File: src/hw/rtl/round_robin_thread_scheduler_defines.svh
// Assertion macros for the scheduler RTL.
// RRTS_ASSERT checks that a property holds; RRTS_ASSERT_NEVER checks that a condition never holds.
`ifndef ROUND_ROBIN_THREAD_SCHEDULER_DEFINES_SVH
`define ROUND_ROBIN_THREAD_SCHEDULER_DEFINES_SVH

`ifndef SYNTH
`define RRTS_ASSERT(lbl, clk, rstn, prop) \
  lbl: assert property (@(posedge clk) disable iff (!(rstn)) (prop)) \
    else $error("scheduler assertion failed");
`define RRTS_ASSERT_NEVER(lbl, clk, rstn, cond) \
  lbl: assert property (@(posedge clk) disable iff (!(rstn)) !(cond)) \
    else $error("scheduler assertion failed");
`else
`define RRTS_ASSERT(lbl, clk, rstn, prop)
`define RRTS_ASSERT_NEVER(lbl, clk, rstn, cond)
`endif

`endif

File: src/hw/rtl/rrts_ram.sv
module rrts_ram #(
  parameter int unsigned WIDTH = 8,
  parameter int unsigned DEPTH = 2
) (
  input  logic                     clk_i,
  input  logic                     we_i,
  input  logic [$clog2(DEPTH)-1:0] waddr_i,
  input  logic [WIDTH-1:0]         wdata_i,
  input  logic [$clog2(DEPTH)-1:0] raddr_i,
  output logic [WIDTH-1:0]         rdata_o
);

  logic [WIDTH-1:0] mem_q [DEPTH];
  logic [WIDTH-1:0] rdata_q;

  always_ff @(posedge clk_i) begin
    if (we_i) begin
      mem_q[waddr_i] <= wdata_i;
    end
    rdata_q <= mem_q[raddr_i];
  end

  assign rdata_o = rdata_q;

endmodule

File: config.mk
export PLATFORM = sky130hd
export DESIGN_NAME = rrts_ram
export DESIGN_NICKNAME = d
export VERILOG_FILES = /design/src/hw/rtl/round_robin_thread_scheduler_defines.svh /design/src/hw/rtl/rrts_ram.sv
export SDC_FILE = /design/constraint.sdc
export NUM_CORES = 1
export LEC_CHECK = 0
export ABC_CLOCK_PERIOD_IN_PS = 2000
export BUFFER_PORTS_ARGS = -buffer_cell sky130_fd_sc_hd__buf_2
export CORE_MARGIN = 2
export CORE_UTILIZATION = 45
export CTS_CLUSTER_SIZE = 24
export DETAILED_ROUTE_END_ITERATION = 7
export PLACE_DENSITY = 0.71
export SYNTH_ARGS = -nofsm -noshare
export SYNTH_HDL_FRONTEND = slang
export SYNTH_SLANG_ARGS = --single-unit
File: constraint.sdc
create_clock -name clk_i -period 2 [get_ports clk_i]
set_clock_uncertainty 0.2 [all_clocks]
set_input_delay 0.1 -clock clk_i [delete_from_list [all_inputs] [get_ports clk_i]]
set_output_delay 0.1 -clock clk_i [all_outputs]
set_load 0.05 [all_outputs]
### After elaboration in Yosys (flattened, before gate mapping)

Memories as Yosys holds them, arrays and structs flattened. A register that Yosys moved wholly into a read port is not among the register bits.
Cells that the tools add are included.

| operators by class | value |
|---|---|
| muxes and demuxes | 2 |

Operator list:

| cell | count |
|---|---|
| two-way mux 1 bit | 2 |

| word-level totals | value |
|---|---|
| output and inout bits | 8 |
| flip-flop bits (word level) | 0 |
| memories kept | 1 |
| word-level logic and storage cells | 3 |
| bits in writable memories | 16 |

Memory list:

| name | words | bits a word | read ports | clocked after memory_dff | write ports | RTL line | source |
|---|---|---|---|---|---|---|---|
| mem_q | 2 | 8 | 1 | 1 | 1 | rrts_ram.sv:13 | `logic [WIDTH-1:0] mem_q [DEPTH];` |

### Logic depth before layout (Yosys ltp)

Gate-level depths: netlist (run 1).

| logic depth | value |
|---|---|
| depth after elaboration | 2 |
| gate-level depth with buffers | 2 |
| gate-level depth less buffers | 1 |

### Least setup slack after synthesis (run 1)

No wires, ideal clock.

| timing path | value |
|---|---|
| path type | input port to flip-flop |
| from | input we_i |
| to | memory mem_q[0][0], enable pin |
| buffers on the path | 0 |
| arrival | 520 ps |
| stages | 1 |
| slack | 907 ps |
| path through | nor2b_1 |

| between the ends | value |
|---|---|
| longest elaborated chain between the ends | 2 |

RTL lines:

| what | RTL line | source |
|---|---|---|
| start, declared | rrts_ram.sv:6 | `input logic we_i,` |
| two-way mux 1 bit | rrts_ram.sv:17 | `if (we_i) begin` |
| two-way mux 1 bit (implied by the code) | rrts_ram.sv:18 | `mem_q[waddr_i] <= wdata_i;` |
| end, declared | rrts_ram.sv:13 |  |

No other way between the ends.

### Final worst setup path (run 1)

| timing path | value |
|---|---|
| from | register rdata_q[0], in the netlist rdata_o[0], read port of mem_q |
| to | output rdata_o[0] |

RTL lines:

| what | RTL line | source |
|---|---|---|
| start, declared | rrts_ram.sv:14 | `logic [WIDTH-1:0] rdata_q;` |
| end, declared | rrts_ram.sv:10 | `output logic [WIDTH-1:0] rdata_o` |

No word-level cell between the ends.

==> results of run 1 <==
## sequential cells by signal (all words and copies together) (netlist names)
register and flops:
mem_q 16, rdata_o 8
## worst max path at each step
stage / slack, ps / end / startpoint
detailed placement: 710 / mem_q[0][5]$_DFFE_PP_ / waddr_i
global placement: 720 / mem_q[0][1]$_DFFE_PP_ / waddr_i
floorplan: 910 / mem_q[0][0]$_DFFE_PP_ / we_i
CTS: 810 / rdata_o[0] / rdata_o[0]$_DFF_P_
global route: 770 / rdata_o[6] / rdata_o[6]$_DFF_P_
finish: 830 / rdata_o[0] / rdata_o[0]$_DFF_P_
## repair_timing
action | 4_1_cts | 5_1_grt
gates resized for setup | 0 | 0
hold endpoints to repair | 16 | 0
hold buffers | 8 | 0
## power by group
group	internal, mW	total, mW	switching (mW)
Combinational	0.0500	0.127	0.0769
Sequential	0.568	0.576	0.00787
Clock	0.111	0.233	0.122
Total	0.729	0.935	0.207
## final cells by class
type                            count  area [um2]
Sequential cell                    24         641
Multi-Input combinational cell     10         133
Clock buffer                        4        36.3
Timing Repair Buffer               27         175
Fill cell                         125         683
Tap cell                           17        21.3
## placed cells by master (no fill, tap or decap)
cell	n
buf_2	19
edfxtp_1	16
mux2_4	8
dlygate4sd3_1	8
dfxtp_1	8
clkbuf_4	3
nor2b_1	1
and2_1	1
clkbuf_8	1
## metal layers
layer	routed length [um]	track usage, %
met1	351	10.9
met2	455	16.1
met3	51	2.78
met4	0	6.86
met5	0	0
## cell families (layout without fill, tap and decap cells)
| family | after synthesis | in the layout | share of synthesized area (%) |
|---|---|---|---|
| buf+inv | 1 | 31 | 1.44 |
| flops | 24 | 24 | 81.7 |
| mux | 8 | 8 | 15.3 |
| simple gates | 2 | 2 | 1.60 |
## through the flow
step	cells	cell area, um2
after floorplan	35	785
after global placement	70	890
after detailed placement	70	890
after CTS	82	1010
after global routing	82	1010
final	82	1010
==> flow_summary.yaml, run 1 <==
global_routing:
  grt_max_degree: 14
  grt_pass1_wl_mm: 1.35
  grt_usage_pct: 9.81
  grt_antenna_before_repair: 0
  grt_pass1_vias: 351
  grt_overflow: 0
sta:
  rsz0062_at_grt: "false"
  fin_crit_sh_pct: 58.6
  worst_hold_slack_ps: 15.8
  period_minus_slack_ps: 1170
  max_freq_mhz: 854
  setup_tns_ps: 0
  setup_slack_ps: 829
  setup_viol: 0
  slew_headroom_pct: 57.0
  tightestPinTransition_ps: 643
  hold_viol: 0
  report.final.slew_viol_count: 0
floorplan:
  rows: 15
  die_h_um: 45.8
  dieWidth_um: 45.8
  coreArea_um2: 1690
  io_pins: 20
  initial_core_util_pct: 46.4
  dieArea_um2: 2090
placed_design:
  port_buffers: 19
  dp_hpwl_um: 591
  dp_slack_ps: 712
  gp_congestion: 0.697
power_and_ir_drop:
  power_density_nw_per_um2: 930
  p_total_mw: 0.935
  leakage_nw: 0.417
  ir_drop_v: 0.000614
setup_path:
  crit_buf_inv: 1
  path_class: "reg -> out"
  cp_num_cells: 1
  rr_endpoint: "rdata_o[6]$_DFF_P_"
  cp_slowest_cell: "dfxtp_1"
  slowest_delay_ps: 330
  rrSetupSlack_ps: 1050
  r2r_start: "mem_q[0][6]$_DFFE_PP_"
  cp-end-kind: "output port"
  crit_fanout: 1
  required_ps: 1700
  timing.critical_path.arrival_ps: 870
  crit_path_start_kind: "flip-flop"
  cp_top_family: "flip-flops"
  reg2regPathDepth: 1
  path_cells: "buf_2"
detailed_routing:
  dr.pass1.iters: 4
  post-route-drc-count: 0
  drt_iter0_markers: 3
  wl_per_cell_um: 10.5
  num_vias: 371
  drtAntennaViolNets: 0
  via_per_inst: 4.52
  drt_wl_total_um: 858
synthesis:
  synth.yosys.seq_area_share_pct: 81.7
  syn-num-nets: 47
  synth_edf_count: 16
  synth_top_area_share_pct: 61.2
  ys_warn_count: 0
  synth_area_leaders: "edfxtp_1 (61%), dfxtp_1 (20%), mux2_4 (15%)"
  synthCells: 35
  synthesis.area_um2: 785
  yosys.area.top_type: "edfxtp_1"
  synth_most_common_cell: "edfxtp_1"
  syn_avg_cell_area_um2: 22.4
  ys.flop_type: "edfxtp_1"
  yosys_register_bits: 24
  synthArstFlopShare_pct: 0
  synthTopCellsByCount: "edfxtp_1 (16), dfxtp_1 (8), mux2_4 (8)"
  ys_types: 6
clock_tree:
  post_cts_buffers: 0
  ctsRootBufferMaster: "clkbuf_4"
  clk-insertion-delay-late_ps: 290
  path_clk_slew_ps: 110
  cts_made_buffers: 3
  cts_tree: "yes"
  clock_sinks: 24
  clockBufferDepth: 2
  cts_max_level: 1
cells_and_area:
  syn2layout_area_growth_pct: 28.2
  utilization_pct: 59.6
  final_layout_size_suffix_gt1_share_pct: 47.7
  nets: 78
  n_antenna_cell: 0
run:
  cap_violations: 0
min_path:
  min_from: "waddr_i"
  min_path_type: "in -> reg"
  hold-path-cell-count: 2
  whs_endpoint: "mem_q[0][0]$_DFFE_PP_"
run_status:
  status: "finished, final reports clean"
Power figures use the tool's default switching activity.
==> run 2: changes to the inputs <==
- ABC_CLOCK_PERIOD_IN_PS: 2000 -> 1010
- CORE_UTILIZATION: 45 -> 44
- PLACE_DENSITY: 0.71 -> 0.73
- clock period: 2 -> 1.01 ns (I/O delays scaled with it)
==> run 2 against run 1 <==
The flow now finishes with violations (hold timing, setup timing). Clock power increased by 71%. Combinational power increased to 2.6 times the previous value. Cell count increased by 15%. Core utilization increased by 6.5 points. Critical path depth unchanged. Wire length increased by 33%. Highest routed layer is now met4.
==> flow_summary.yaml, run 2 (same netlist as run 1, synthesis figures left out) <==
setup_path:
  timing.critical_path.arrival_ps: 790
  required_ps: 760
  slowest_delay_ps: 360
  rr_endpoint: "rdata_o[3]$_DFF_P_"
  rrSetupSlack_ps: 30
  crit_path_start_kind: "flip-flop"
  crit_fanout: 1
  cp_slowest_cell: "dfxtp_2"
  path_cells: "buf_8"
  cp-end-kind: "output port"
  crit_buf_inv: 1
  path_class: "reg -> out"
  reg2regPathDepth: 1
  r2r_start: "mem_q[0][3]$_DFFE_PP_"
  cp_top_family: "flip-flops"
cells_and_area:
  final_common_cell: "edfxtp_1"
  mostFrequentLayoutCells: "edfxtp_1 (16), buf_2 (11)"
  regMostFlops: "mem_q"
  n_antenna_cell: 0
  largest_register_ffs: 16
  nets: 82
  design_area_um2: 1130
  nFillCells: 113
  final_cells: 94
  final_layout_size_suffix_gt1_share_pct: 62.3
  syn2layout_area_growth_pct: 43.9
floorplan:
  dieWidth_um: 46.2
  coreArea_um2: 1710
  dieArea_um2: 2140
  rows: 15
  initial_core_util_pct: 45.9
  io_pins: 20
  die_h_um: 46.2
detailed_routing:
  num_vias: 398
  drt_iter0_markers: 9
  post-route-drc-count: 0
  dr.pass1.iters: 4
  drtAntennaViolNets: 0
  via_per_inst: 4.23
  wl_per_cell_um: 12.1
  drt_wl_total_mm: 1.14
min_path:
  whs_endpoint: "rdata_o[2]$_DFF_P_"
  min_from: "raddr_i"
  hold-path-cell-count: 2
  min_path_type: "in -> reg"
placed_design:
  dp_hpwl_um: 791
  port_buffers: 19
  post-place-cells: 82
  dp_slack_ps: 46.2
  place_area_um2: 932
  gp_congestion: 0.648
power_and_ir_drop:
  leakage_nw: 0.461
  ir_drop_v: 0.000781
  power_density_nw_per_um2: 1670
sta:
  period_minus_slack_ps: 1040
  setup_tns_ps: -172
  max_freq_mhz: 961
  setup_viol: 8
  worst_hold_slack_ps: -18.4
  setup_slack_ps: -30.1
  report.final.slew_viol_count: 0
  rsz0062_at_grt: "true"
  hold_viol: 16
  slew_headroom_pct: 82.3
  tightestPinTransition_ps: 265
  fin_crit_sh_pct: 103
global_routing:
  grt_pass1_wl_mm: 1.66
  grt_max_degree: 14
  grt_overflow: 0
  grt_pass1_vias: 400
  grt_usage_pct: 12.0
  grt_antenna_before_repair: 0
clock_tree:
  post_cts_buffers: 0
  clk-insertion-delay-late_ps: 300
  cts_made_buffers: 3
  clockBufferDepth: 2
  cts_max_level: 1
  cts_tree: "yes"
  cts_hold_buffers: 8
  ctsRootBufferMaster: "clkbuf_4"
  path_clk_slew_ps: 120
  clock_sinks: 24
run_status:
  status: "finished, violations left"
  violations: "hold timing, setup timing"
run:
  cap_violations: 0
-- run 2: how the worst max path moves through the flow --
stage | slack (ps) | to | startpoint | depth (start not counted)
after floorplan | 100 | rdata_o[0]$_DFF_P_ | mem_q[0][0]$_DFFE_PP_ | 1
after global placement | 60 | rdata_o[5]$_DFF_P_ | raddr_i | 2
after detailed placement | 50 | rdata_o[3]$_DFF_P_ | mem_q[0][3]$_DFFE_PP_ | 1
after CTS | -40 | rdata_o[6] | rdata_o[6]$_DFF_P_ | 1
after global routing | -80 | rdata_o[2] | rdata_o[2]$_DFF_P_ | 1
final | -30 | rdata_o[4] | rdata_o[4]$_DFF_P_ | 1
-- run 2: through the flow --
step	total power, mW	util [%]
floorplan	1.34	-
global placement	1.40	54.6
detailed placement	1.41	54.6
CTS	1.88	64.5
global route	1.97	66.1
finish	1.89	66.1
-- run 2: power breakdown --
group | internal [mW] | total (mW) | switching [mW]
Sequential | 1.13 | 1.16 | 0.0310
Clock | 0.153 | 0.399 | 0.246
Combinational | 0.168 | 0.326 | 0.158
-- run 2: area by class of cell --
type / instances / area, um2 / share of cell area (%)
flip-flops and latches: 24 / 651 / 57.6
repair buffers: 31 / 285 / 25.3
multi-input cells: 10 / 135 / 12.0
clock buffers: 4 / 26.3 / 2.33
well taps: 25 / 31.3 / 2.77
-- run 2: what timing repair did --
action,in CTS,in global routing
setup endpoints to repair,8,8
endpoints found under the hold margin,32,13
pin swaps,0,0
gates resized for setup,25,7
-- run 2: routing by layer --
| metal | global-route usage, % | routed length [um] |
|---|---|---|
| met3 | 5.88 | 56 |
| met5 | 0 | 0 |
| met1 | 12.0 | 450 |
| met2 | 21.7 | 628 |
| met4 | 3.43 | 6 |
==> run 3: changes to the inputs <==
- CORE_MARGIN: 2 -> 3
- TNS_END_PERCENT: unset -> 10
==> run 3 against run 2 <==
The flow still finishes with violations (hold timing, setup timing). Wire length down 5.7%. Via count down 1.8%. Cell count shrank 3.2%. Global-route usage down 0.84 points. Flip-flop and latch count did not move. Clock power decreased by 3%. Cell area is 0.78% higher. Critical path type unchanged. Largest cell class unchanged.
==> flow_summary.yaml, run 3 (same netlist as run 1, synthesis figures left out) <==
run_status:
  status: "finished, violations left"
  violations: "hold timing, setup timing"
global_routing:
  grt_overflow: 0
  grt_antenna_before_repair: 0
  grt_usage_pct: 11.2
  grt_pass1_wl_mm: 1.67
  grt_max_degree: 14
  grt_pass1_vias: 407
floorplan:
  die_h_um: 48.2
  dieWidth_um: 48.2
  coreArea_um2: 1590
  dieArea_um2: 2330
  rows: 14
  io_pins: 20
  initial_core_util_pct: 49.2
setup_path:
  crit_path_start_kind: "flip-flop"
  cp_top_family: "flip-flops"
  timing.critical_path.arrival_ps: 790
  crit_fanout: 1
  path_class: "reg -> out"
  cp-end-kind: "output port"
  required_ps: 760
  path_cells: "buf_8"
  slowest_delay_ps: 360
  cp_slowest_cell: "dfxtp_2"
  crit_buf_inv: 1
clock_tree:
  cts_made_buffers: 3
  cts_tree: "yes"
  clockBufferDepth: 2
  clk-insertion-delay-late_ps: 290
  clock_sinks: 24
  cts_hold_buffers: 8
  cts_max_level: 1
  ctsRootBufferMaster: "clkbuf_4"
  path_clk_slew_ps: 120
detailed_routing:
  met1_length_um: 442
  post-route-drc-count: 0
  drt_iter0_markers: 14
  drt_wl_total_mm: 1.08
  dr.pass1.iters: 3
  routed.top_layer: "met3"
  route.met2.wl_um: 590
  wl_met3_um: 44
  via_per_inst: 4.30
  num_vias: 391
  drtAntennaViolNets: 0
  wl_per_cell_um: 11.8
cells_and_area:
  final_common_cell: "edfxtp_1"
  nets: 80
  syn2layout_area_growth_pct: 45.0
  largest_register_ffs: 16
  final_layout_size_suffix_gt1_share_pct: 61.2
  n_antenna_cell: 0
  regMostFlops: "mem_q"
  utilization_pct: 71.4
  mostFrequentLayoutCells: "edfxtp_1 (16), buf_2 (11)"
sta:
  hold_viol: 16
  rsz0062_at_grt: "true"
  fin_crit_sh_pct: 103
  tightestPinTransition_ps: 265
  setup_slack_ps: -31.0
  setup_viol: 8
  period_minus_slack_ps: 1040
  max_freq_mhz: 961
  slew_headroom_pct: 82.3
  worst_hold_slack_ps: -17.3
  report.final.slew_viol_count: 0
min_path:
  min_path_type: "in -> reg"
power_and_ir_drop:
  power_density_nw_per_um2: 1650
  p_int_mw: 1.45
  seqPwrFrac_pct: 61.8
  ir_drop_v: 0.00106
  power_switching_share_pct: 22.9
  power_switching_mw: 0.431
  leakage_nw: 0.458
  pwr-share-comb_pct: 17.6
  p_clk_share_pct: 20.6
  p_total_mw: 1.88
placed_design:
  port_buffers: 19
  gp_congestion: 0.600
run:
  cap_violations: 0
==> run 3: cell types whose count changed in the layout (fill, tap and decap cells not counted), sizes merged <==
cell,change
clkbuf,-1
buf,-2
clkinv,+1
==> run 3: worst paths after layout <==
check,from,to,slack [ps],depth (start not counted)
setup reg to reg,mem_q[1][3]$_DFFE_PP_,rdata_o[3]$_DFF_P_,40,1
setup / recovery,rdata_o[1]$_DFF_P_,rdata_o[1],-30,1
hold / removal,waddr_i,mem_q[0][1]$_DFFE_PP_,-20,3
hold reg to reg,mem_q[1][2]$_DFFE_PP_,rdata_o[2]$_DFF_P_,280,1
==> run 3: routing by layer <==
| layer | global-route usage (%) | vias to the layer above |
|---|---|---|
| met2 | 20.8 | 12 |
| met1 | 11.3 | 184 |
| met4 | 3.23 | 0 |
| met5 | 0 | - |
| met3 | 4.43 | 0 |
| li1 | - | 195 |
==> run 3: what timing repair did <==
item,4_1_cts,5_1_grt
resized for setup,24,8
setup buffers,0,0
setup endpoints to repair,8,8
gates cloned,0,0
endpoints found under the hold margin,32,16
==> run 3: stage by stage <==
stage,cell area (um2),TNS [ps],setup WS (ps),cells
floorplan,787,0,98.8,35
global placement,941,0,65.3,79
detailed placement,941,0,50.0,79
CTS,1110,-297,-42.5,91
global route,1140,-564,-79.0,91
finish,1140,-163,-31.0,91
==> run 3: area by class of cell <==
class	count	area [um2]
clock buffer	3	22.5
clock inverter	1	3.75
fill	98	457
multi-input combinational	10	135
sequential	24	651
tap	24	30.0
timing repair buffer	29	295
==> run 3: power groups by stage <==
| stage | clock network [mW] | registers, mW | logic [mW] |
|---|---|---|---|
| after floorplan | 0 | 1.27 | 0.0683 |
| after global routing | 0.462 | 1.17 | 0.348 |
| after global placement | 0 | 1.16 | 0.247 |
| after CTS | 0.412 | 1.16 | 0.310 |
| final | 0.386 | 1.16 | 0.331 |
| after detailed placement | 0 | 1.17 | 0.251 |
